$ cat config.mk
export PLATFORM = sky130hd
export DESIGN_NAME = ccc_back
export DESIGN_NICKNAME = d
export VERILOG_FILES = /design/src/hdl/ccc_pkg.sv /design/src/hdl/ccc_back.sv
export SDC_FILE = /design/constraint.sdc
export NUM_CORES = 2
export LEC_CHECK = 0
export BUFFER_PORTS_ARGS = -buffer_cell sky130_fd_sc_hd__buf_2
export CORE_MARGIN = 10
export CORE_UTILIZATION = 60
export CTS_CLUSTER_DIAMETER = 100
export DETAILED_ROUTE_END_ITERATION = 12
export PLACE_DENSITY = 0.78
export SYNTH_ARGS = -nofsm -noshare
export SYNTH_HDL_FRONTEND = slang
export SYNTH_SLANG_ARGS = --single-unit
$ cat constraint.sdc
create_clock -name clk -period 11.7 [get_ports clk]
set_input_delay 1.755 -clock clk [delete_from_list [all_inputs] [get_ports clk]]
set_output_delay 1.755 -clock clk [all_outputs]
set_load 0.005 [all_outputs]
$ cat src/hdl/ccc_pkg.sv
package ccc_pkg;

	// Control bits that walk down the pipeline beside the payload.
	typedef struct packed {
		logic valid;
		logic hit;
		logic zero;
	} ctl_t;

	// Left shift applied to the centre difference before rotation.
	localparam int DIR_EXT = 24;
	// Left shift applied to the radius before rotation.
	localparam int RAD_EXT = 8;
	// Inverse rotation gain 0.607252935 in Q24.
	localparam int GAIN_BITS = 25;
	localparam logic [GAIN_BITS-1:0] GAIN_INV = 25'd10188014;
	// Product scale removed after the gain multiply.
	localparam int ROUND_SHIFT = 32;

endpackage

$ cat src/hdl/ccc_back.sv
module ccc_back #(
	parameter int COORD_BITS = 24,
	parameter int RADIUS_BITS = 16,
	parameter int UW = 26
) (
	input  logic                          clk,
	input  logic                          arst_n,
	input  logic                          en,
	input  ccc_pkg::ctl_t                 ctl_in,
	input  logic signed [UW-1:0]          u_in,
	input  logic signed [UW-1:0]          v_in,
	input  logic signed [COORD_BITS-1:0]  ax_in,
	input  logic signed [COORD_BITS-1:0]  ay_in,
	input  logic        [RADIUS_BITS-1:0] ar_in,
	output logic                          valid_out,
	output logic                          hit_out,
	output logic signed [COORD_BITS-1:0]  px_out,
	output logic signed [COORD_BITS-1:0]  py_out
);

	localparam int PW = UW + ccc_pkg::GAIN_BITS;
	localparam int OW = PW - ccc_pkg::ROUND_SHIFT;
	localparam int SUMW = (COORD_BITS > RADIUS_BITS ? COORD_BITS : RADIUS_BITS) + 4;
	localparam logic signed [SUMW-1:0] HI = SUMW'((64'sd1 <<< (COORD_BITS - 1)) - 64'sd1);
	localparam logic signed [SUMW-1:0] LO = SUMW'(-(64'sd1 <<< (COORD_BITS - 1)));

	// Gain multiply.
	ccc_pkg::ctl_t        ctl_s4;
	logic signed [PW-1:0] pu_s4, pv_s4;
	logic signed [COORD_BITS-1:0] ax_s4, ay_s4;
	logic        [RADIUS_BITS-1:0] ar_s4;

	always_ff @(posedge clk or negedge arst_n) begin
		if (!arst_n) begin
			ctl_s4 <= '0;
		end else if (en) begin
			ctl_s4 <= ctl_in;
		end
	end

	always_ff @(posedge clk) begin
		if (en) begin
			pu_s4 <= PW'(u_in) * $signed(PW'(ccc_pkg::GAIN_INV));
			pv_s4 <= PW'(v_in) * $signed(PW'(ccc_pkg::GAIN_INV));
			ax_s4 <= ax_in;
			ay_s4 <= ay_in;
			ar_s4 <= ar_in;
		end
	end

	// Round, offset from A's centre (by A's radius along x when the centres coincide) and saturate.
	logic signed [PW-1:0]   ru, rv;
	logic signed [OW-1:0]   ou, ov;
	logic signed [SUMW-1:0] sx, sy;
	logic signed [COORD_BITS-1:0] cx, cy;

	always_comb begin
		ru = pu_s4 + PW'(64'sd1 <<< (ccc_pkg::ROUND_SHIFT - 1));
		rv = pv_s4 + PW'(64'sd1 <<< (ccc_pkg::ROUND_SHIFT - 1));
		ou = ru[PW-1:ccc_pkg::ROUND_SHIFT];
		ov = rv[PW-1:ccc_pkg::ROUND_SHIFT];
		if (ctl_s4.zero) begin
			sx = SUMW'(ax_s4) + $signed(SUMW'(ar_s4));
			sy = SUMW'(ay_s4);
		end else begin
			sx = SUMW'(ax_s4) + SUMW'(ou);
			sy = SUMW'(ay_s4) + SUMW'(ov);
		end
		if (sx > HI) cx = HI[COORD_BITS-1:0];
		else if (sx < LO) cx = LO[COORD_BITS-1:0];
		else cx = sx[COORD_BITS-1:0];
		if (sy > HI) cy = HI[COORD_BITS-1:0];
		else if (sy < LO) cy = LO[COORD_BITS-1:0];
		else cy = sy[COORD_BITS-1:0];
	end

	always_ff @(posedge clk or negedge arst_n) begin
		if (!arst_n) begin
			valid_out <= 1'b0;
		end else if (en) begin
			valid_out <= ctl_s4.valid;
		end
	end

	always_ff @(posedge clk) begin
		if (en) begin
			hit_out <= ctl_s4.hit;
			px_out  <= ctl_s4.hit ? cx : '0;
			py_out  <= ctl_s4.hit ? cy : '0;
		end
	end

endmodule

Yosys cells after proc, flatten, opt, wreduce, memory -nomap -nowiden

Index checks and enable logic that the tools add are counted.

Register bits after elaboration: 217
Memory bits (read-only): 0
Memories: 0
RAM bits: 0
Output and inout port bits: 50
Bits in latches: 0
Input port bits: 122
Word-level logic and storage cells: 34

Muxes and demuxes: 6
Bitwise gates (word level): 1
Div/mod/pow operators: 0
Order comparisons: 4
Add/sub/neg operators: 5
Multipliers: 2
Shifts and indexed selects: 0
Equality and inequality tests: 0
Reductions and logical operators: 2

Operator list:

| kind                     | number |
|---|---|
| $add A51 B33 Y51 const B | 2 |
| $mul A26 B24 Y50 const B | 2 |
| $gt A28 B24 Y1 const B   | 2 |
| $lt A28 B24 Y1 const B   | 2 |
| $mux W28                 | 2 |
| $add A24 B19 Y25         | 2 |
| $mux W24                 | 2 |
| $mux W23                 | 2 |
| $add A24 B17 Y25         | 1 |
| $reduce_or A2 Y1         | 2 |
| $not A1 Y1               | 1 |

Longest topological paths before layout

Depth after elaboration: 6
Mapped depth: 25

Worst setup path after synthesis

No wires, ideal clock.

Path kind: input to register
From: in v_in[23]
To: reg pv_s4[50], data pin
Path buffers: 0
Stages: 20
Setup time: 264 ps
Arrival: 7432 ps
Setup slack: 4005 ps
Required time: 11436 ps
Path through: fa_1 > inv_1 > fa_1 > fa_1 > fa_1 > inv_1 > fa_1 > fa_1 > inv_1 > fa_1 > inv_1 > ha_1 > a21o_1 > a311o_1 > a311oi_1 > nand3_1 > o21ai_1 > o21ai_1 > a221oi_1 > xnor2_1

Word-level cells in the longest chain between the ends: 1

RTL lines:

| what                 | line           | source |
|---|---|---|
| start, declared      | ccc_back.sv:11 | `input logic signed [UW-1:0] v_in,` |
| $mul A26 B24 Y50     | ccc_back.sv:44 | `pv_s4 <= PW'(v_in) * $signed(PW'(ccc_pkg::GAIN_INV));` |
| end signal, assigned | ccc_back.sv:44 |  |
| end, declared        | ccc_back.sv:29 | `logic signed [PW-1:0] pu_s4, pv_s4;` |

No other way between the ends.
A chain may end at the register's enable or synchronous reset.

Worst setup path after layout

From: in u_in[25]
To: reg pu_s4[50], data pin

Word-level cells in the longest chain between the ends: 1

RTL lines:

| what                 | line           | source |
|---|---|---|
| start, declared      | ccc_back.sv:10 | `input logic signed [UW-1:0] u_in,` |
| $mul A26 B24 Y50     | ccc_back.sv:43 | `pu_s4 <= PW'(u_in) * $signed(PW'(ccc_pkg::GAIN_INV));` |
| end signal, assigned | ccc_back.sv:43 |  |
| end, declared        | ccc_back.sv:29 |  |

No other way between the ends.

==> flow_metrics.tcl <==
set metrics [dict create \
    fin_tns_setup_ns 0 \
    place_hpwl_mm 72.9 \
    multi_input_area_sq_um 26900 \
    grt_pass1_vias 25600 \
    maxCapViolations 0 \
    finalHoldViolCount 0 \
    clock_latency_ns 0.44 \
    h-tree-depth 4 \
    arrival_ns 8.76 \
    grt_pass1_wl_mm 136 \
    antenna_found_initial 1 \
    synth_edf_count 153 \
    place_congestion 1.00 \
    core_area_sq_um 57700 \
    wl_mm 84.2 \
    cp_slowest_cell "buf_2" \
    crit_top_cell "fa_1" \
    drc_errors 0 \
    regArea_sq_um 4700 \
    synthMuxAreaShare_pct 0.408 \
    numCtsBuffers 17 \
    io_pins 172 \
    postLayoutSetupSlackWorst_ns 3.11 \
    clockBufferDepth 2 \
    cp_max_fo 32 \
    row_count 88 \
    fin_skew_ns 0.00890 \
    fp.dieArea_sq_um 68300 \
    cts_hold_buf 0 \
    timing_worst_slew_pin_value_ns 1.04 \
    cpPeakStageDelay_ns 0.59 \
    synth_top_area_cell "fa_1" \
    synth_compound_area_share_pct 10.0 \
    critPathRequiredTime_ns 11.87 \
    antennaDiodeCount 0 \
    start_util_pct 60.6 \
    cts_tree "done" \
    hold_class "reg -> reg" \
    vias_per_cell 5.55 \
    io_buffers 171 \
    synthCells 3344 \
    fillers 4516 \
    vias 23800 \
    synthTopCellsByArea "fa_1 34%, ha_1 22%, edfxtp_1 13%" \
    finalCritPeriodShare_pct 73.4 \
    run_status "complete, no violations" \
    end_kind "register" \
    layout.nets 4848 \
    synthesis.nets 4682 \
    dp_slack_ns 2.76 \
    cts_sinks 157 \
    setup-violations-final 0 \
    synthSimpleGateAreaFrac_pct 5.28 \
    clockRootBuffer "clkbuf_16" \
    cts_setup_buffers 0 \
    die_w_microns 261 \
    ys.flop_type "edfxtp_1" \
    ys_seq_area_share_pct 13.4 \
    ys_async_sr_fraction_pct 2.55 \
    regToRegSetupSlack_ns 6.49 \
    drtPass1Iterations 5 \
    dp_cells 4256 \
    synth_xor_area_share_pct 4.74 \
    crit_type "in -> reg" \
    drtIter0Drc 1447 \
    final_cell_mix "861 x inv_1, 615 x ha_1, 601 x fa_1" \
    grt_util_all_layers_pct 25.4 \
    slew_viol_final 0 \
    synth_area_per_cell_sq_um 10.5 \
    grt.overflow.total 0 \
    synth-warning-count 0 \
    wl_per_cell_microns 19.6 \
    grt_max_degree 90 \
    start_kind "primary input" \
    synth_top_family_by_area "adder cells" \
    final_layout_size_suffix_gt1_share_pct 7.83 \
    rsz0062_at_grt "false" \
    yosysUniqueCellTypes 84 \
    fin_util_pct 64.7 \
    relSlewSlack_pct 29.1 \
    fmax_mhz 116 \
    final_common_cell "inv_1" \
    synth_top_area_share_pct 34.4 \
    synth_seq_cells 157 \
    antenna_left 0 \
    fin_cells 4288 \
    period_needed_ns 8.59 \
    cts_resized 0 \
    cp_cell_sequence "buf_2, buf_4, ha_1, fa_1, inv_1, fa_1, fa_1, fa_1, fa_1, inv_1, fa_1, inv_1, ha_1, a21o_1, a211oi_1, o21ai_0, and3b_1, nor3_1, a21oi_1, o41ai_1, xnor2_1" \
    die_h_microns 261 \
    syn_to_final_growth_pct 6.75 \
    synthAdderAreaFrac_pct 56.4 \
    netlist_area_sq_um 35000 \
    clk_pin_slew_ns 0.07 \
]
cell usage after synthesis, types with 8 or more instances:
master	number
and3_1	21
o22ai_1	19
a311oi_1	8
nand2b_1	11
a211oi_2	17
o21a_1	15
o21bai_1	15
nand2_1	115
edfxtp_1	153
fa_1	601
o21ai_0	79
xnor2_1	86
clkbuf_1	17
inv_1	861
and2_1	9
a211oi_1	16
a21o_1	124
nor2_1	74
nor2b_1	18
a31oi_1	11
ha_1	615
nor3_1	19
a21oi_1	108
nand3_1	35
o211ai_1	8
xor2_1	103
or2_2	22
nand4_1	24
worst max-delay path, delay by kind of cell:
kind | cells | cell delay (ns)
adder cells (fa/ha/maj) | 8 | 3.77
buffers and inverters | 5 | 1.23
XOR/XNOR | 1 | 0.12
AO/OA/AOI/OAI | 5 | 1.19
AND/OR/NAND/NOR | 2 | 0.67
area by class of cell:
cell class / instances / area share [%]
multi-input combinational: 2294 / 72.1
tap: 765 / 2.57
clock buffer: 20 / 1.22
inverter: 862 / 8.67
timing repair buffer: 178 / 2.45
sequential: 157 / 12.6
clock inverter: 12 / 0.429
stage by stage:
| stage | hold WS (ns) | instance area (sq um) |
|---|---|---|
| final | 0.512 | 37300 |
| after global routing | 0.529 | 37300 |
| after CTS | 0.516 | 37300 |
| after detailed placement | 0.500 | 36700 |
| after global placement | 0.488 | 36700 |
| after floorplan | 0.475 | 35000 |
metal layers:
metal	GRT usage, %	part of all wire, %	up-vias	wire length [microns]
li1	-	-	11100	-
met5	0	0	-	0
met4	6.16	2.1	0	1770
met2	42.4	48	713	40500
met3	3.79	6.2	112	5190
met1	34.3	44	11900	36700
final timing paths:
path / depth (start not counted) / to / from
max: 21 / pu_s4[50]$_DFFE_PP_ / u_in[25]
min: 1 / ctl_s4[2]$_DFFE_PN0P_ / ctl_s4[2]$_DFFE_PN0P_
max reg2reg: 17 / px_out[8]$_SDFFCE_PN0P_ / pu_s4[37]$_DFFE_PP_
min reg2reg: 1 / ctl_s4[2]$_DFFE_PN0P_ / ctl_s4[2]$_DFFE_PN0P_
max in group asynchronous: 1 / ctl_s4[0]$_DFFE_PN0P_ / arst_n
min in group asynchronous: 1 / valid_out$_DFFE_PN0P_ / arst_n
registers in the layout, indices dropped and copies added, names as in the netlist:
register	cells
pv_s4	20
ay_s4	24
hit_out	1
px_out	24
ar_s4	16
ax_s4	24
py_out	24
ctl_s4	3
valid_out	1
pu_s4	20
kinds of logic (layout without fill, tap and decap cells):
kind of cell               count (synthesis)  after routing
muxes                                     13             13
and+or+nand+nor                          376            376
buffers and inverters                    893           1072
DFF                                      157            157
xor gates and xnor gates                 189            189
AOI/OAI and AO/OA                        500            500
adders and majority gates               1216           1216
Power is not shown: default switching activity piles up to over one toggle a cycle in this logic, so the estimate is an artifact.
