$ cat src/hdl/ccc_pkg.sv
package ccc_pkg;

	// Control bits that walk down the pipeline beside the payload.
	typedef struct packed {
		logic valid;
		logic hit;
		logic zero;
	} ctl_t;

	// Left shift applied to the centre difference before rotation.
	localparam int DIR_EXT = 24;
	// Left shift applied to the radius before rotation.
	localparam int RAD_EXT = 8;
	// Inverse rotation gain 0.607252935 in Q24.
	localparam int GAIN_BITS = 25;
	localparam logic [GAIN_BITS-1:0] GAIN_INV = 25'd10188014;
	// Product scale removed after the gain multiply.
	localparam int ROUND_SHIFT = 32;

endpackage

$ cat src/hdl/ccc_cell.sv
module ccc_cell #(
	parameter int DW = 44,
	parameter int UW = 26,
	parameter int SW = 64,
	parameter int SHIFT = 0
) (
	input  logic                 clk,
	input  logic                 arst_n,
	input  logic                 en,
	input  ccc_pkg::ctl_t        ctl_in,
	input  logic signed [DW-1:0] x_in,
	input  logic signed [DW-1:0] y_in,
	input  logic signed [UW-1:0] u_in,
	input  logic signed [UW-1:0] v_in,
	input  logic        [SW-1:0] side_in,
	output ccc_pkg::ctl_t        ctl_out,
	output logic signed [DW-1:0] x_out,
	output logic signed [DW-1:0] y_out,
	output logic signed [UW-1:0] u_out,
	output logic signed [UW-1:0] v_out,
	output logic        [SW-1:0] side_out
);

	// One vectoring step; the companion vector turns the opposite way.
	logic signed [DW-1:0] nx, ny;
	logic signed [UW-1:0] nu, nv;

	always_comb begin
		if (!y_in[DW-1]) begin
			nx = x_in + (y_in >>> SHIFT);
			ny = y_in - (x_in >>> SHIFT);
			nu = u_in - (v_in >>> SHIFT);
			nv = v_in + (u_in >>> SHIFT);
		end else begin
			nx = x_in - (y_in >>> SHIFT);
			ny = y_in + (x_in >>> SHIFT);
			nu = u_in + (v_in >>> SHIFT);
			nv = v_in - (u_in >>> SHIFT);
		end
	end

	always_ff @(posedge clk or negedge arst_n) begin
		if (!arst_n) begin
			ctl_out <= '0;
		end else if (en) begin
			ctl_out <= ctl_in;
		end
	end

	always_ff @(posedge clk) begin
		if (en) begin
			x_out    <= nx;
			y_out    <= ny;
			u_out    <= nu;
			v_out    <= nv;
			side_out <= side_in;
		end
	end

endmodule

$ cat config.mk
export PLATFORM = sky130hd
export DESIGN_NAME = ccc_cell
export DESIGN_NICKNAME = d
export VERILOG_FILES = /design/src/hdl/ccc_pkg.sv /design/src/hdl/ccc_cell.sv
export SDC_FILE = /design/constraint.sdc
export NUM_CORES = 1
export LEC_CHECK = 0
export ABC_CLOCK_PERIOD_IN_PS = 1300
export BUFFER_PORTS_ARGS = -buffer_cell sky130_fd_sc_hd__clkbuf_2
export CELL_PAD_IN_SITES_DETAIL_PLACEMENT = 0
export CELL_PAD_IN_SITES_GLOBAL_PLACEMENT = 2
export CORE_ASPECT_RATIO = 0.75
export CORE_MARGIN = 2
export CORE_UTILIZATION = 36
export DETAILED_ROUTE_END_ITERATION = 7
export PLACE_DENSITY = 0.9
export SETUP_SLACK_MARGIN = 0.3
export SLEW_MARGIN = 40
export SYNTH_ARGS = -nofsm -noshare
export SYNTH_HDL_FRONTEND = slang
export SYNTH_SLANG_ARGS = --single-unit
$ cat constraint.sdc
create_clock -name clk -period 1.3 [get_ports clk]
set_input_delay 0.26 -clock clk [delete_from_list [all_inputs] [get_ports clk]]
set_output_delay 0.26 -clock clk [all_outputs]
set_load 0.1 [all_outputs]
# [After elaboration in Yosys (flattened, before gate mapping)]
# Cells that the tools add are included.
[totals] register_bits=207 latch_bits=0 ramBits=0 romBits=0 input_bits=210 wordCells=18 memories=0
[op_classes] n_addsub=6 n_mul=0 n_div=0 n_lt_le_gt_ge=0 n_eq_ne=0 shift=0 n_mux=4 n_bitwise=0 reduce_logical=0
[ops] op="44-bit two-way mux" count=2
[ops] op="44-bit subtractor" count=2
[ops] op="26-bit two-way mux" count=2
[ops] op="26-bit subtractor" count=2
[ops] op="44-bit adder" count=1
[ops] op="26-bit adder" count=1

# [Logic depth before layout (Yosys ltp)]
# Gate-level depths: netlist (run 1).
[logic_depth] word_depth=2 ltp_mapped=13 ltp_nobuf=12

# [Worst setup path before layout (run 1)]
# OpenSTA, ideal clock, no wires.
[synth_timing] path_kind="input to register" start="input port x_in[0]" end="register y_out[40], data pin" t_arrival_ps=2516 required_ps=1032 setup_slack_ps=-1484 stages=12 cell_sequence="ha_1 > inv_1 > fa_1 > o21bai_4 > a221oi_2 > o21bai_2 > a31oi_4 > a211oi_2 > or3_4 > a2111oi_4 > o22ai_1 > xnor2_1"
[synth_between] elab_chain_len=2 word_cells_on_any_way=3 classes_between="add/sub: 2; mux: 1"
[synth_lines] item="start, declared" line_no="ccc_cell.sv:11" rtl="input logic signed [DW-1:0] x_in,"
[synth_lines] item="44-bit subtractor or 44-bit adder (tied branches)" line_no="ccc_cell.sv:31, ccc_cell.sv:36"
[synth_lines] item="44-bit two-way mux *" line_no="ccc_cell.sv:29" rtl="if (!y_in[DW-1]) begin"
[synth_lines] item="net ny[40]" line_no="ccc_cell.sv:25" rtl="logic signed [DW-1:0] nx, ny;"
[synth_lines] item="end signal, assigned" line_no="ccc_cell.sv:53" rtl="y_out <= ny;"
[synth_lines] item="end, declared" line_no="ccc_cell.sv:18" rtl="output logic signed [DW-1:0] y_out,"
# The timed path passes the listed nets; every way through them passes the cells marked *.
# A chain may end at the register's enable or synchronous reset.

# [Worst setup path in the final report (run 1)]
[layout_timing] start="input port x_in[8]" end="register x_out[33], data pin"
[layout_between] elab_chain_len=2 word_cells_on_any_way=3 classes_between="add/sub: 2; mux: 1"
[layout_lines] item="44-bit adder or 44-bit subtractor (tied branches)" line_no="ccc_cell.sv:30, ccc_cell.sv:35"
[layout_lines] item="44-bit two-way mux *" line_no="ccc_cell.sv:29"
[layout_lines] item="net nx[33]" line_no="ccc_cell.sv:25"
[layout_lines] item="end signal, assigned" line_no="ccc_cell.sv:52" rtl="x_out <= nx;"
[layout_lines] item="end, declared" line_no="ccc_cell.sv:17" rtl="output logic signed [DW-1:0] x_out,"
# Marked as above.

==> reports/results.ini, run 1 <==
[synthesis]
synth_area_um2=18490
syn_area_per_cell_um2=8.767
synth_common_cells=a21oi_1, inv_1, ha_1, edfxtp_1, o21ai_0
synth_cell_types=89
synth.most_common_cell=a21oi_1
ys_seq_elements=205
synth_top_cells_by_area=edfxtp_1, ha_1, a21oi_1
synthFlopType=edfxtp_1
synth_seq_area_share=0.3321
async_flop_share=0.01463
synth_top_area_frac=0.3281
yosys_warnings=0
synthCells=2109
synth-edff-count=202
synth_fp_nets=2529
yosysTopAreaCell=edfxtp_1

[clock_network]
numCtsBuffers=26
cts.path.max_buffers=3
clkTransAtPathRegs_ns=0.06
h-tree-depth=1
clk_latency_ns=0.57
cts-root-buf=clkbuf_16
cts.sinks=205
cts_tree=built

[cells_and_area]
area_delta_synth_final_pct=101.4
nFillCells=3343
seq_area_um2=6152
layout-drive-gt1-share=0.5523
layout.nets=3890
final_cells=4156
multi_input_area_um2=14450

[setup_path]
start_kind=input port
path_common_cell=a21oi_4
critical_path_arrival_ns=2.88
r2r.worst_path.cells=1
crit_family=compound AO/OA/AOI/OAI gates
required_ns=1.62
r2r_end=ctl_out[1]
endpoint_kind=flip-flop
r2r_start=ctl_out[1]
rrSetupSlack_ns=0.41
crit_chain=clkbuf_16, inv_8, ha_4, nand4_1, buf_4, a21oi_4, a2111o_1, a21oi_4, o31ai_4, a21oi_4, o311a_1, a21o_1, xnor2_1
critPathMaxStageDelay_ns=0.35
crit_fanout=8
path_class=input port to flip-flop
cpMaxStageDelayCell=o311a_1
path_buf_inv=3

[route]
drtPass1Iterations=6
ant_nets=0
drt_iter0_drc=2405
drc=0
vias_per_cell=5.547
wl_per_cell_um=22.24
vias=23060
wl_um=92440

[timing]
fin_skew_ns=0
slew_headroom=0.5956
final.setup.worst_slack_ns=-1.257
max_freq_mhz=391.0
drv_slew=0
tns_ns=-140.92
whs_ns=0.01692
fin_crit_sh=1.967
finalHoldViolCount=0
worst_pin_slew_ns=0.6011
min_period_ns=2.557
setup_viol=333
rsz0062_at_grt=true

[placed_design]
post-place-ws_ns=-1.779
port_buffers=416
dpl.cell_count=3887
place_congestion=1.010
dp_hpwl_um=66370

[grt]
grt_max_degree=49
grt_overflow=0
grt_pass1_vias=23040
track_usage=0.3170
antenna_found_initial=12
grt_pass1_wl_um=131900

[worst_hold_path]
min_path_type=input port to asynchronous set/reset pin

[floorplan]
io_pins=417
dieWidth_um=265.7
row_count=71
die_y_um=200.3
design.die.area_um2=53210
coreArea_um2=50460
initial_core_util=0.3664

[pwr]
power_density_nw_per_um2=1131
peakVddDrop_mv=0.9554
p_total_w=0.04211
p_leak_nw=16.65

[status]
violations=setup timing
status=complete, but fails checks

[job]
cap_violations=0

==> cells in the final DEF (no fill, tap or decap), drive strengths merged, types with 13 or more instances in the layout <==
cell and count:
nor2 144, a21boi 13, ha 204, o21a 21
dlygate4sd3 69, xor2 19, nand2 123, nor3 39
xnor2 112, mux2i 21, clkbuf 223, nand4 29
a211oi 28, a31oi 24, a21o 53, nand3 32
o31ai 21, and2 13, o21ai 159, edfxtp 202
clkinv 16, nor4 18, o211ai 19, a21oi 261
o21bai 48, inv 214, nor2b 28, buf 1164
==> flip-flops by register name, summed over array words and instances, names as in the netlist <==
signal / flops
u_out: 25
x_out: 43
v_out: 26
y_out: 44
ctl_out: 3
side_out: 64
==> power breakdown <==
group / internal, W / switching [W]
Sequential: 0.00858 / 0.000931
Combinational: 0.0104 / 0.0144
Clock: 0.00446 / 0.00328
==> logic make-up after synthesis <==
group / synth area share
AO/OA/AOI/OAI: 0.2541
AND/OR/NAND/NOR: 0.1246
buffers and inverters: 0.06815
adder cells (fa/ha/maj): 0.1445
flip-flops: 0.3321
XOR/XNOR: 0.06206
multiplexers: 0.01441
==> layer usage <==
metal,wire [µm],GRT usage,vias to the layer above
met5,29,0,-
li1,-,-,10350
met4,4735,0.1276,4
met2,41740,0.5014,1315
met3,8684,0.08163,324
met1,37250,0.4126,11060
==> area by class of cell <==
class | instances | area share
Multi-Input combinational cell | 1588 | 0.3880
Timing Repair Buffer | 1427 | 0.3752
Sequential cell | 205 | 0.1652
Inverter | 222 | 0.02543
Tap cell | 657 | 0.02207
Clock buffer | 29 | 0.01777
Clock inverter | 18 | 0.005577
Antenna cell | 10 | 0.0006719
==> what timing repair did <==
| item | in CTS | in global routing |
|---|---|---|
| endpoints found under the hold margin | 72 | 0 |
| cloned | 0 | 1 |
| gates resized for setup | 379 | 290 |
| endpoints found under the setup margin | 340 | 340 |
| pin swaps | 220 | 186 |
| buffers inserted | 71 | 71 |
| hold buffers | 69 | 0 |
==> per-stage QoR <==
stage                 util  cell area [µm²]
detailed placement  0.6221            31390
global placement    0.6221            31390
finish              0.7381            37240
floorplan                -            19780
global route        0.7380            37240
CTS                 0.7007            35360
==> how the worst max path moves through the flow <==
stage / from / to / slack, ns / cells past startpoint
finish: x_in[8] / x_out[33] / -1.26 / 13
global route: x_in[8] / x_out[33] / -1.25 / 13
CTS: u_in[1] / u_out[24] / -1.08 / 13
detailed placement: u_in[1] / u_out[24] / -1.78 / 13
global placement: v_in[0] / u_out[24] / -1.76 / 14
floorplan: x_in[0] / x_out[40] / -1.34 / 12
No activity file was read; power rests on OpenSTA's default activity.
==> inputs of run 2 (changes only) <==
--- a/config.mk
+++ b/config.mk
@@ -14,6 +14,7 @@
 export CORE_UTILIZATION = 36
 export DETAILED_ROUTE_END_ITERATION = 7
 export PLACE_DENSITY = 0.9
+export RECOVER_POWER = 50
 export SETUP_SLACK_MARGIN = 0.3
 export SLEW_MARGIN = 40
 export SYNTH_ARGS = -nofsm -noshare
==> run 2 against run 1 <==
Against the previous run:
- the flow still finishes with violations (setup timing)
- highest routed layer unchanged
- critical path type unchanged
- utilization hardly changed
- clock skew is the same
- cell count stayed put
- total power about the same
- critical path depth unchanged
==> reports/results.ini, run 2 (synthesized netlist as in run 1, its figures left out) <==
[status]
status=complete, but fails checks  ; unchanged
violations=setup timing  ; unchanged

[cells_and_area]
multi_input_area_um2=14450  ; unchanged
area_delta_synth_final_pct=101.4  ; about the same
layout.nets=3890  ; unchanged
final_common_cell=buf_4  ; unchanged
regMostFlops=side_out  ; unchanged
reg.largest.list=side_out x64, y_out x44, x_out x43  ; unchanged
nFillCells=3345  ; was 3343
layout-drive-gt1-share=0.5517  ; was 0.5523
layout_common_cells=buf_4, buf_12, edfxtp_1  ; unchanged
seq_area_um2=6152  ; unchanged
largest_reg_flops=64  ; unchanged

[placed_design]
post-place-ws_ns=-1.779  ; unchanged
port_buffers=416  ; unchanged
place_congestion=1.010  ; unchanged
dp_hpwl_um=66370  ; unchanged

[grt]
grt_overflow=0  ; unchanged
antenna_found_initial=12  ; unchanged
grt_pass1_wl_um=131900  ; unchanged
grt_pass1_vias=23040  ; unchanged
grt_max_degree=49  ; unchanged
track_usage=0.3170  ; unchanged

[setup_path]
crit_fanout=8  ; unchanged
critPathLaunch=x_in[8]  ; unchanged
r2r_start=ctl_out[1]  ; unchanged
start_kind=input port  ; unchanged
r2r.worst_path.cells=1  ; unchanged
path_class=input port to flip-flop  ; unchanged
critical_path_arrival_ns=2.88  ; about the same
rrSetupSlack_ns=0.41  ; about the same
endpoint=x_out[33]  ; unchanged
required_ns=1.62  ; about the same
endpoint_kind=flip-flop  ; unchanged
r2r_end=ctl_out[1]  ; unchanged

[floorplan]
coreArea_um2=50460  ; unchanged
dieWidth_um=265.7  ; unchanged
design.die.area_um2=53210  ; unchanged
initial_core_util=0.3664  ; unchanged
io_pins=417  ; unchanged
die_y_um=200.3  ; unchanged
row_count=71  ; unchanged

[timing]
whs_ns=0.04020  ; was 0.01692 ns
slew_headroom=0.03510  ; was 0.5956
rsz0062_at_grt=true  ; unchanged
drv_slew=0  ; unchanged
finalHoldViolCount=0  ; unchanged
min_period_ns=2.556  ; was 2.557 ns
worst_pin_slew_ns=1.447  ; was 0.6011 ns
final.setup.worst_slack_ns=-1.256  ; was -1.257 ns
max_freq_mhz=391.2  ; was 391.0 MHz
fin_crit_sh=1.966  ; was 1.967
setup_viol=520  ; was 333
fin_skew_ns=0  ; unchanged

[clock_network]
clk_latency_ns=0.57  ; about the same
h-tree-depth=1  ; unchanged
cts.sinks=205  ; unchanged
cts.path.max_buffers=3  ; unchanged
numCtsBuffers=26  ; unchanged
cts_tree=built  ; unchanged
clkTransAtPathRegs_ns=0.06  ; about the same
cts-root-buf=clkbuf_16  ; unchanged

[job]
cap_violations=0  ; unchanged

[route]
wl_um=92470  ; was 92440 µm
ant_nets=0  ; unchanged
vias_per_cell=5.549  ; was 5.547
vias=23060  ; about the same
wl_per_cell_um=22.25  ; was 22.24 µm
drt_iter0_drc=2401  ; was 2405
drtPass1Iterations=5  ; was 6
drc=0  ; unchanged

[pwr]
p_total_w=0.04211  ; about the same
p_leak_nw=16.64  ; was 16.65 nW
peakVddDrop_mv=0.9562  ; was 0.9554 mV
power_density_nw_per_um2=1131  ; about the same

[worst_hold_path]
min_path_type=input port to asynchronous set/reset pin  ; unchanged

[run 2: critical path: stages]
cell       delay (ns)
clkbuf_16        0.12
inv_8            0.03
ha_4             0.32
nand4_1          0.26
buf_4            0.25
a21oi_4          0.15
a2111o_1         0.24
a21oi_4          0.11
o31ai_4          0.34
a21oi_4          0.13
o311a_1          0.35
a21o_1           0.16
xnor2_1          0.13
[run 2: repair_timing]
action / in CTS / in global routing
gates cloned: 0 / 1
resized for setup: 379 / 290
pin swaps: 220 / 186
hold buffers: 69 / 0
hold endpoints to repair: 72 / 0
endpoints found under the setup margin: 340 / 340
setup buffers: 71 / 71
[run 2: how the worst min path moves through the flow]
stage	slack, ns	from	cells past startpoint	endpoint
after floorplan	-0.04	arst_n	0	ctl_out[0]
after global placement	0.06	arst_n	1	ctl_out[0]
after detailed placement	0.06	arst_n	1	ctl_out[0]
after CTS	0.02	arst_n	2	ctl_out[1]
after global routing	0.05	arst_n	2	ctl_out[0]
final	0.04	arst_n	2	ctl_out[2]
[run 2: per-layer routing]
metal / up-vias / track usage / wire, µm
met5: - / 0 / 29
met4: 4 / 0.1276 / 4714
met3: 311 / 0.08163 / 8697
met2: 1317 / 0.5014 / 41760
met1: 11070 / 0.4126 / 37270
li1: 10360 / - / -
[run 2: where the power goes]
group / switching, W / internal (W)
registers: 0.000930 / 0.00858
logic: 0.0144 / 0.0104
clock network: 0.00328 / 0.00446
[run 2: cell type report]
type / instances / share of cell area
diodes: 10 / 0.0006721
clock buffers: 29 / 0.01778
clock inverters: 18 / 0.005578
inverters: 222 / 0.02544
multi-input cells: 1588 / 0.3882
flip-flops and latches: 205 / 0.1652
well taps: 657 / 0.02208
repair buffers: 1427 / 0.3751
[run 2: stage by stage]
step                setup TNS, ns  cells  cell area [µm²]    util
floorplan                 -111.12   2109            19780       -
global placement          -177.65   3887            31390  0.6221
detailed placement        -182.03   3887            31390  0.6221
CTS                       -128.51   4074            35360  0.7007
global route              -180.23   4153            37230  0.7378
finish                    -164.86   4156            37230  0.7379
