File: src/hdl/ccc_pkg.sv
package ccc_pkg;

	// Control bits that walk down the pipeline beside the payload.
	typedef struct packed {
		logic valid;
		logic hit;
		logic zero;
	} ctl_t;

	// Left shift applied to the centre difference before rotation.
	localparam int DIR_EXT = 24;
	// Left shift applied to the radius before rotation.
	localparam int RAD_EXT = 8;
	// Inverse rotation gain 0.607252935 in Q24.
	localparam int GAIN_BITS = 25;
	localparam logic [GAIN_BITS-1:0] GAIN_INV = 25'd10188014;
	// Product scale removed after the gain multiply.
	localparam int ROUND_SHIFT = 32;

endpackage

File: src/hdl/ccc_front.sv
module ccc_front #(
	parameter int COORD_BITS = 24,
	parameter int RADIUS_BITS = 16,
	parameter int MASK_BITS = 16,
	parameter int DW = 44,
	parameter int UW = 26
) (
	input  logic                          clk,
	input  logic                          arst_n,
	input  logic                          en,
	input  logic                          valid,
	input  logic                          func,
	input  logic signed [COORD_BITS-1:0]  a_x,
	input  logic signed [COORD_BITS-1:0]  a_y,
	input  logic        [RADIUS_BITS-1:0] a_radius,
	input  logic        [MASK_BITS-1:0]   a_mask,
	input  logic                          a_doomed,
	input  logic signed [COORD_BITS-1:0]  b_x,
	input  logic signed [COORD_BITS-1:0]  b_y,
	input  logic        [RADIUS_BITS-1:0] b_radius,
	input  logic        [MASK_BITS-1:0]   b_category,
	input  logic                          b_doomed,
	output ccc_pkg::ctl_t                 ctl_out,
	output logic signed [DW-1:0]          x_out,
	output logic signed [DW-1:0]          y_out,
	output logic signed [UW-1:0]          u_out,
	output logic signed [COORD_BITS-1:0]  ax_out,
	output logic signed [COORD_BITS-1:0]  ay_out,
	output logic        [RADIUS_BITS-1:0] ar_out
);

	localparam int CW = COORD_BITS + 1;
	localparam int RW = RADIUS_BITS + 1;
	localparam int DT = RADIUS_BITS + 3;
	localparam int QW = 2 * RW + 1;

	// Stage 1: differences, radius sum and filter checks.
	logic                     v_s1, ok_s1;
	logic signed [CW-1:0]     dx_s1, dy_s1;
	logic        [RW-1:0]     rs_s1;
	logic signed [COORD_BITS-1:0] ax_s1, ay_s1;
	logic        [RADIUS_BITS-1:0] ar_s1;

	always_ff @(posedge clk or negedge arst_n) begin
		if (!arst_n) begin
			v_s1 <= 1'b0;
		end else if (en) begin
			v_s1 <= valid;
		end
	end

	always_ff @(posedge clk) begin
		if (en) begin
			dx_s1 <= CW'(b_x) - CW'(a_x);
			dy_s1 <= CW'(b_y) - CW'(a_y);
			rs_s1 <= RW'(a_radius) + RW'(b_radius);
			ok_s1 <= !a_doomed && (func || (((a_mask & b_category) != '0) && !b_doomed));
			ax_s1 <= a_x;
			ay_s1 <= a_y;
			ar_s1 <= a_radius;
		end
	end

	// Stage 2: squares, range check and rotation start vectors.
	logic [CW-1:0] adx, ady;
	logic          neg;
	logic signed [DT-1:0] dxt, dyt;
	logic signed [UW-1:0] r0;

	always_comb begin
		adx = dx_s1[CW-1] ? CW'(-dx_s1) : CW'(dx_s1);
		ady = dy_s1[CW-1] ? CW'(-dy_s1) : CW'(dy_s1);
		neg = dx_s1[CW-1];
		dxt = dx_s1[DT-1:0];
		dyt = dy_s1[DT-1:0];
		r0  = UW'({ar_s1, {ccc_pkg::RAD_EXT{1'b0}}});
	end

	logic                 v_s2, ok_s2, inr_s2, zero_s2;
	logic [QW-1:0]        sqx_s2, sqy_s2, rs2_s2;
	logic signed [DW-1:0] x_s2, y_s2;
	logic signed [UW-1:0] u_s2;
	logic signed [COORD_BITS-1:0] ax_s2, ay_s2;
	logic        [RADIUS_BITS-1:0] ar_s2;

	always_ff @(posedge clk or negedge arst_n) begin
		if (!arst_n) begin
			v_s2 <= 1'b0;
		end else if (en) begin
			v_s2 <= v_s1;
		end
	end

	always_ff @(posedge clk) begin
		if (en) begin
			ok_s2   <= ok_s1;
			inr_s2  <= (adx <= CW'(rs_s1)) && (ady <= CW'(rs_s1));
			zero_s2 <= (dx_s1 == '0) && (dy_s1 == '0);
			sqx_s2  <= QW'(adx[RW-1:0]) * QW'(adx[RW-1:0]);
			sqy_s2  <= QW'(ady[RW-1:0]) * QW'(ady[RW-1:0]);
			rs2_s2  <= QW'(rs_s1) * QW'(rs_s1);
			x_s2    <= neg ? DW'(-(DW'(dxt) <<< ccc_pkg::DIR_EXT))
			               : DW'(dxt) <<< ccc_pkg::DIR_EXT;
			y_s2    <= neg ? DW'(-(DW'(dyt) <<< ccc_pkg::DIR_EXT))
			               : DW'(dyt) <<< ccc_pkg::DIR_EXT;
			u_s2    <= neg ? UW'(-r0) : r0;
			ax_s2   <= ax_s1;
			ay_s2   <= ay_s1;
			ar_s2   <= ar_s1;
		end
	end

	// Stage 3: exact distance compare.
	always_ff @(posedge clk or negedge arst_n) begin
		if (!arst_n) begin
			ctl_out <= '0;
		end else if (en) begin
			ctl_out.valid <= v_s2;
			ctl_out.hit   <= ok_s2 && inr_s2 && ((sqx_s2 + sqy_s2) <= rs2_s2);
			ctl_out.zero  <= zero_s2;
		end
	end

	always_ff @(posedge clk) begin
		if (en) begin
			x_out  <= x_s2;
			y_out  <= y_s2;
			u_out  <= u_s2;
			ax_out <= ax_s2;
			ay_out <= ay_s2;
			ar_out <= ar_s2;
		end
	end

endmodule

File: config.mk
export PLATFORM = sky130hd
export DESIGN_NAME = ccc_front
export DESIGN_NICKNAME = d
export VERILOG_FILES = /design/src/hdl/ccc_pkg.sv /design/src/hdl/ccc_front.sv
export SDC_FILE = /design/constraint.sdc
export NUM_CORES = 2
export LEC_CHECK = 0
export BUFFER_PORTS_ARGS = -buffer_cell sky130_fd_sc_hd__buf_2
export CORE_MARGIN = 1
export CORE_UTILIZATION = 29
export DETAILED_ROUTE_END_ITERATION = 6
export SYNTH_ARGS = -nofsm -noshare
export SYNTH_HDL_FRONTEND = slang
export SYNTH_SLANG_ARGS = --single-unit
File: constraint.sdc
create_clock -name clk -period 10.23 [get_ports clk]
set_input_delay 1.5345 -clock clk [delete_from_list [all_inputs] [get_ports clk]]
set_output_delay 1.5345 -clock clk [all_outputs]
set_load 0.005 [all_outputs]
After elaboration in Yosys (flattened, before gate mapping)
Index checks and enable logic that the tools add are counted.
{"block": "classes", "multipliers": 3, "reduce_logical": 12, "addsub": 9, "bitwise": 1, "order_cmp": 3, "n_mux": 5}
{"cell": "17-bit by 17-bit multiplier with 34-bit output", "count": 3}
{"cell": "44-bit 2-to-1 mux", "count": 2}
{"cell": "43-bit negation with 44-bit output", "count": 2}
{"cell": "25-bit by 17-bit less-or-equal comparator with 1-bit output", "count": 2}
{"cell": "25-bit zero test", "count": 2}
{"cell": "25-bit 2-to-1 mux", "count": 2}
{"cell": "25-bit negation", "count": 2}
{"cell": "24-bit by 24-bit subtractor with 25-bit output", "count": 2}
{"cell": "34-bit by 34-bit adder with 35-bit output", "count": 1}
{"cell": "35-bit by 34-bit less-or-equal comparator with 1-bit output", "count": 1}
{"cell": "24-bit negation with 26-bit output", "count": 1}
{"cell": "24-bit 2-to-1 mux", "count": 1}
{"cell": "16-bit by 16-bit adder with 17-bit output", "count": 1}
{"cell": "16-bit bitwise AND", "count": 1}
{"cell": "16-bit nonzero test", "count": 1}
{"cell": "1-bit logical AND", "count": 6}
{"cell": "1-bit zero test", "count": 2}
{"cell": "1-bit logical OR", "count": 1}
{"block": "totals", "input_bits": 167, "ff_bits": 598}

Logic depth before layout (Yosys ltp)
{"block": "logic_depth", "depth_word": 5, "ltp_mapped": 33, "mapped_depth_nobuf": 32}

Worst setup path after synthesis
OpenSTA, ideal clock, no wires.
{"block": "synth_timing", "kind": "register to register", "from": "register dy_s1[0]", "to": "register sqy_s2[33], data pin", "path_slack_ps": 1879, "stages_incl_launch_ff": 32, "arrival_ps": 8090, "n_path_buf": 1, "t_required_ps": 9968, "cell_sequence": "edfxtp_1 > buf_6 > clkinv_1 > ha_1 > or3b_2 > or4_1 > nor3_1 > nand2b_1 > nand2_1 > xnor2_1 > inv_2 > nor2_1 > inv_1 > fa_1 > inv_1 > fa_1 > fa_1 > fa_1 > fa_1 > inv_1 > fa_1 > inv_1 > ha_1 > a21o_1 > a21o_1 > a221oi_1 > a211oi_1 > o31a_1 > o21ai_0 > a21oi_1 > a211oi_1 > xnor2_1"}
{"block": "synth_via", "elab_chain_len": 3}
{"item": "from (decl)", "line": "ccc_front.sv:39", "source": "logic signed [CW-1:0] dx_s1, dy_s1;"}
{"item": "from (signal assigned)", "line": "ccc_front.sv:55", "source": "dy_s1 <= CW'(b_y) - CW'(a_y);"}
{"item": "25-bit negation", "line": "ccc_front.sv:72", "source": "ady = dy_s1[CW-1] ? CW'(-dy_s1) : CW'(dy_s1);"}
{"item": "25-bit 2-to-1 mux *", "line": "ccc_front.sv:72"}
{"item": "17-bit by 17-bit multiplier with 34-bit output *", "line": "ccc_front.sv:100", "source": "sqy_s2 <= QW'(ady[RW-1:0]) * QW'(ady[RW-1:0]);"}
{"item": "to (signal assigned)", "line": "ccc_front.sv:100"}
{"item": "to (decl)", "line": "ccc_front.sv:80", "source": "logic [QW-1:0] sqx_s2, sqy_s2, rs2_s2;"}
Every way passes the cells marked *; elsewhere a longest branch is shown, timed or not.
A chain may end at the register's enable or synchronous reset.

Worst setup path after layout
Same ends and word-level chain as after synthesis.

==> results_dict.tcl <==
set metrics [dict create \
    outcome "complete, no violations" \
    final.setup.tns_ns 0 \
    r2r_cells 32 \
    grt_max_degree 147 \
    critical_path.endpoint_type "flip-flop" \
    wirelength_mm 112 \
    placementRows 146 \
    share_of_cell_area_taken_by_muxes_after_synthesis 0.00236 \
    synth_top_family_by_area "adder cells" \
    final_antenna_net_count 0 \
    number_of_synthesized_flops_with_an_enable_pin 474 \
    synthArstFlopShare 0.0104 \
    clk_slew_on_worst_s_h_paths_ns 0.07 \
    flow.area_growth_from_synthesis_pct 12.8 \
    synth-simple-area-share 0.0927 \
    initial_antenna_violation_count 7 \
    worstSkewPairLatency_ns 0.70 \
    r2r_slack_ns 0.75 \
    area_fraction_in_compound_gates_after_synthesis 0.0814 \
    final_setup_skew_ns 0.109 \
    tritoncts "done" \
    io_buffers 291 \
    layout-drive-gt1-share 0.0996 \
    postSynthRegisterBits 479 \
    post-cts-setup-buffers 0 \
    clockRootBuffer "sky130_fd_sc_hd__clkbuf_16" \
    critical_path_required_ns 10.67 \
    setup.worst_path.start "dy_s1[0]" \
    place_area_mm2 0.0507 \
    timing.max_slew.rel_slack 0.353 \
    drt-vias-per-instance 4.54 \
    setup_repair_after_global_routing_missed_its_margin "no" \
    first_global_vias 32700 \
    critPathMostFrequentCell "sky130_fd_sc_hd__fa_1" \
    cts-resized-gates 0 \
    post_synth_inst_count 4375 \
    synth-xor-area-share 0.0477 \
    initial_utilization 0.293 \
    layout.filler_cells 16100 \
    post_synth_top_area_share 0.305 \
    mostFrequentLayoutCell "sky130_fd_sc_hd__inv_1" \
    chipWidth_um 403 \
    route.vias.total 31300 \
    ioPinCount 348 \
    design.die.area_mm2 0.162 \
    final_design_area_no_fill_mm2 0.0526 \
    slowest_delay_ns 0.55 \
    period_minus_ws_final_ns 9.48 \
    critPathArrivalTime_ns 9.92 \
    cts_hold_buf 0 \
    drtPass1Iterations 5 \
    achievable-frequency_mhz 105 \
    worst_hold_path_type "reg -> reg" \
    report.final.setup_viol 0 \
    maxSlewViolCount 0 \
    place_hpwl_mm 89.0 \
    post-route-util 0.331 \
    number_of_maximum_capacitance_constraint_violations 0 \
    wl_cell_um 16.2 \
    r2r-end "sqy_s2[33]" \
    crit_fanout 11 \
    worst-setup-path-type "reg -> reg" \
    synth.top_cells.by_area "sky130_fd_sc_hd__edfxtp_1, sky130_fd_sc_hd__fa_1, sky130_fd_sc_hd__ha_1" \
    place.detailed.instances 6793 \
    yosysWarnings 0 \
    gp_congestion 0.852 \
    sequential_element_share_of_the_synthesized_area 0.308 \
    finish.cell_count_without_fillers 6898 \
    finalNetCount 5939 \
    grt_remaining_overflow 0 \
    setup.worst_path.start_class "flip-flop" \
    clk_path_buf_depth 3 \
    multiInputGateArea_mm2 0.0284 \
    cts-htree-levels 2 \
    finalCritPeriodShare 0.927 \
    worst_slew_pin_slew_ns 0.971 \
    ys_types 78 \
    grt_util_all_layers 0.139 \
    layout.cells.most_common_list "sky130_fd_sc_hd__inv_1, sky130_fd_sc_hd__fa_1, sky130_fd_sc_hd__ha_1" \
    sequential_cell_area_mm2 0.0144 \
    cts_sinks 479 \
    yosys_most_used_dff "sky130_fd_sc_hd__edfxtp_1" \
    synth_area_per_cell_um2 10.7 \
    dieHeight_um 403 \
    detail_route.iter0.violations 1852 \
    netlist_area_mm2 0.0466 \
    timing.critical_path.to "sqy_s2[33]" \
    cts_inserted_buffers 54 \
    placeableCoreArea_mm2 0.159 \
    detail_route.drc_violations 0 \
    wire_length_of_the_first_global_routing_pass_mm 178 \
    yosys.area_share.adder 0.380 \
    final_hold_viol_count 0 \
    cpMaxStageDelayCell "sky130_fd_sc_hd__fa_1" \
    worstReg2RegStart "dy_s1[0]" \
    synth.largest_area_cell "sky130_fd_sc_hd__edfxtp_1" \
]
cells in the mapped netlist (6+ instances only):
master,number
sky130_fd_sc_hd__mux2_2,8
sky130_fd_sc_hd__a21o_1,98
sky130_fd_sc_hd__and2_1,14
sky130_fd_sc_hd__nor2b_1,32
sky130_fd_sc_hd__o31ai_1,15
sky130_fd_sc_hd__nand4_1,24
sky130_fd_sc_hd__edfxtp_1,474
sky130_fd_sc_hd__and4_1,10
sky130_fd_sc_hd__nor3_1,40
sky130_fd_sc_hd__ha_1,490
sky130_fd_sc_hd__o21a_1,48
sky130_fd_sc_hd__xor2_1,50
sky130_fd_sc_hd__a2111oi_0,7
sky130_fd_sc_hd__a211oi_1,15
sky130_fd_sc_hd__or2_2,11
sky130_fd_sc_hd__o21bai_1,18
sky130_fd_sc_hd__or3_1,18
sky130_fd_sc_hd__o31a_1,7
sky130_fd_sc_hd__a31oi_1,14
sky130_fd_sc_hd__clkbuf_1,61
sky130_fd_sc_hd__nor2_1,319
sky130_fd_sc_hd__and3_1,26
sky130_fd_sc_hd__inv_1,886
sky130_fd_sc_hd__a221oi_1,6
sky130_fd_sc_hd__a21oi_1,154
sky130_fd_sc_hd__o21ai_0,116
sky130_fd_sc_hd__fa_1,579
sky130_fd_sc_hd__o41ai_1,9
sky130_fd_sc_hd__clkinv_1,16
sky130_fd_sc_hd__buf_4,57
sky130_fd_sc_hd__inv_2,6
sky130_fd_sc_hd__nand3_1,35
sky130_fd_sc_hd__nand4b_1,6
sky130_fd_sc_hd__xnor2_1,199
sky130_fd_sc_hd__o211ai_1,15
sky130_fd_sc_hd__a211o_1,6
sky130_fd_sc_hd__nor4_1,10
sky130_fd_sc_hd__nand2b_1,38
sky130_fd_sc_hd__o2111ai_1,6
sky130_fd_sc_hd__or4_1,8
sky130_fd_sc_hd__nand2_1,342
layer usage:
| metal | global-route usage | vias to the layer above | part of all wire |
|---|---|---|---|
| met5 | 0 | - | 0.00024 |
| met4 | 0.0257 | 4 | 0.016 |
| met3 | 0.0245 | 120 | 0.064 |
| met2 | 0.233 | 816 | 0.48 |
| met1 | 0.188 | 15500 | 0.44 |
| li1 | - | 14900 | - |
through the flow:
step                hold slack [ns]  setup WS (ns)
global placement              0.401          0.950
finish                        0.394          0.746
global route                  0.409          0.322
floorplan                     0.400           1.88
detailed placement            0.405          0.819
CTS                           0.395          0.763
state kept, by name, summed over array words and instances, names as in the netlist, 17 cells and up:
register and cells:
rs2_s2 33, rs_s1 17, dy_s1 25, sqy_s2 32
ax_s1 24, u_s2 18, ay_s2 24, ay_out 24
x_out 20, ay_s1 24, x_s2 20, u_out 18
y_s2 20, y_out 20, dx_s1 25, ax_s2 24
sqx_s2 32, ax_out 24
worst max-delay path: cells and delay by family, from the launching register on:
family	cells	cell delay (ns)
and+or+nand+nor	8	2.12
buffers and inverters	8	1.27
xor gates and xnor gates	2	0.24
DFF	1	0.35
AOI/OAI and AO/OA	6	1.61
adders and majority gates	8	3.63
final cells by class:
cell class	instances	area share
diodes	3	0.000143
clock buffers	68	0.0280
clock inverters	34	0.00782
inverters	909	0.0649
multi-input cells	2918	0.540
flip-flops and latches	479	0.273
well taps	2146	0.0510
repair buffers	341	0.0355
worst min path at each step:
stage | start | endpoint | slack, ns | cells after the start
after floorplan | ar_s2[10] | ar_out[10] | 0.40 | 0
after global placement | ay_s2[11] | ay_out[11] | 0.40 | 0
after detailed placement | ar_s2[10] | ar_out[10] | 0.40 | 0
after CTS | ax_s1[21] | ax_s2[21] | 0.39 | 0
after global routing | ax_s1[21] | ax_s2[21] | 0.41 | 0
final | ax_s1[21] | ax_s2[21] | 0.39 | 0
cell families (layout without fill, tap and decap cells):
family | Yosys count | after routing
DFF | 479 | 479
and+or+nand+nor | 952 | 952
adders and majority gates | 1069 | 1069
muxes | 10 | 10
other | 1 | 59
AOI/OAI and AO/OA | 580 | 580
xor gates and xnor gates | 251 | 251
buffers and inverters | 1033 | 1352
Power is left out: the tool's default activity adds up to more than one toggle a clock period on the data nets, which glitch-free logic cannot reach.
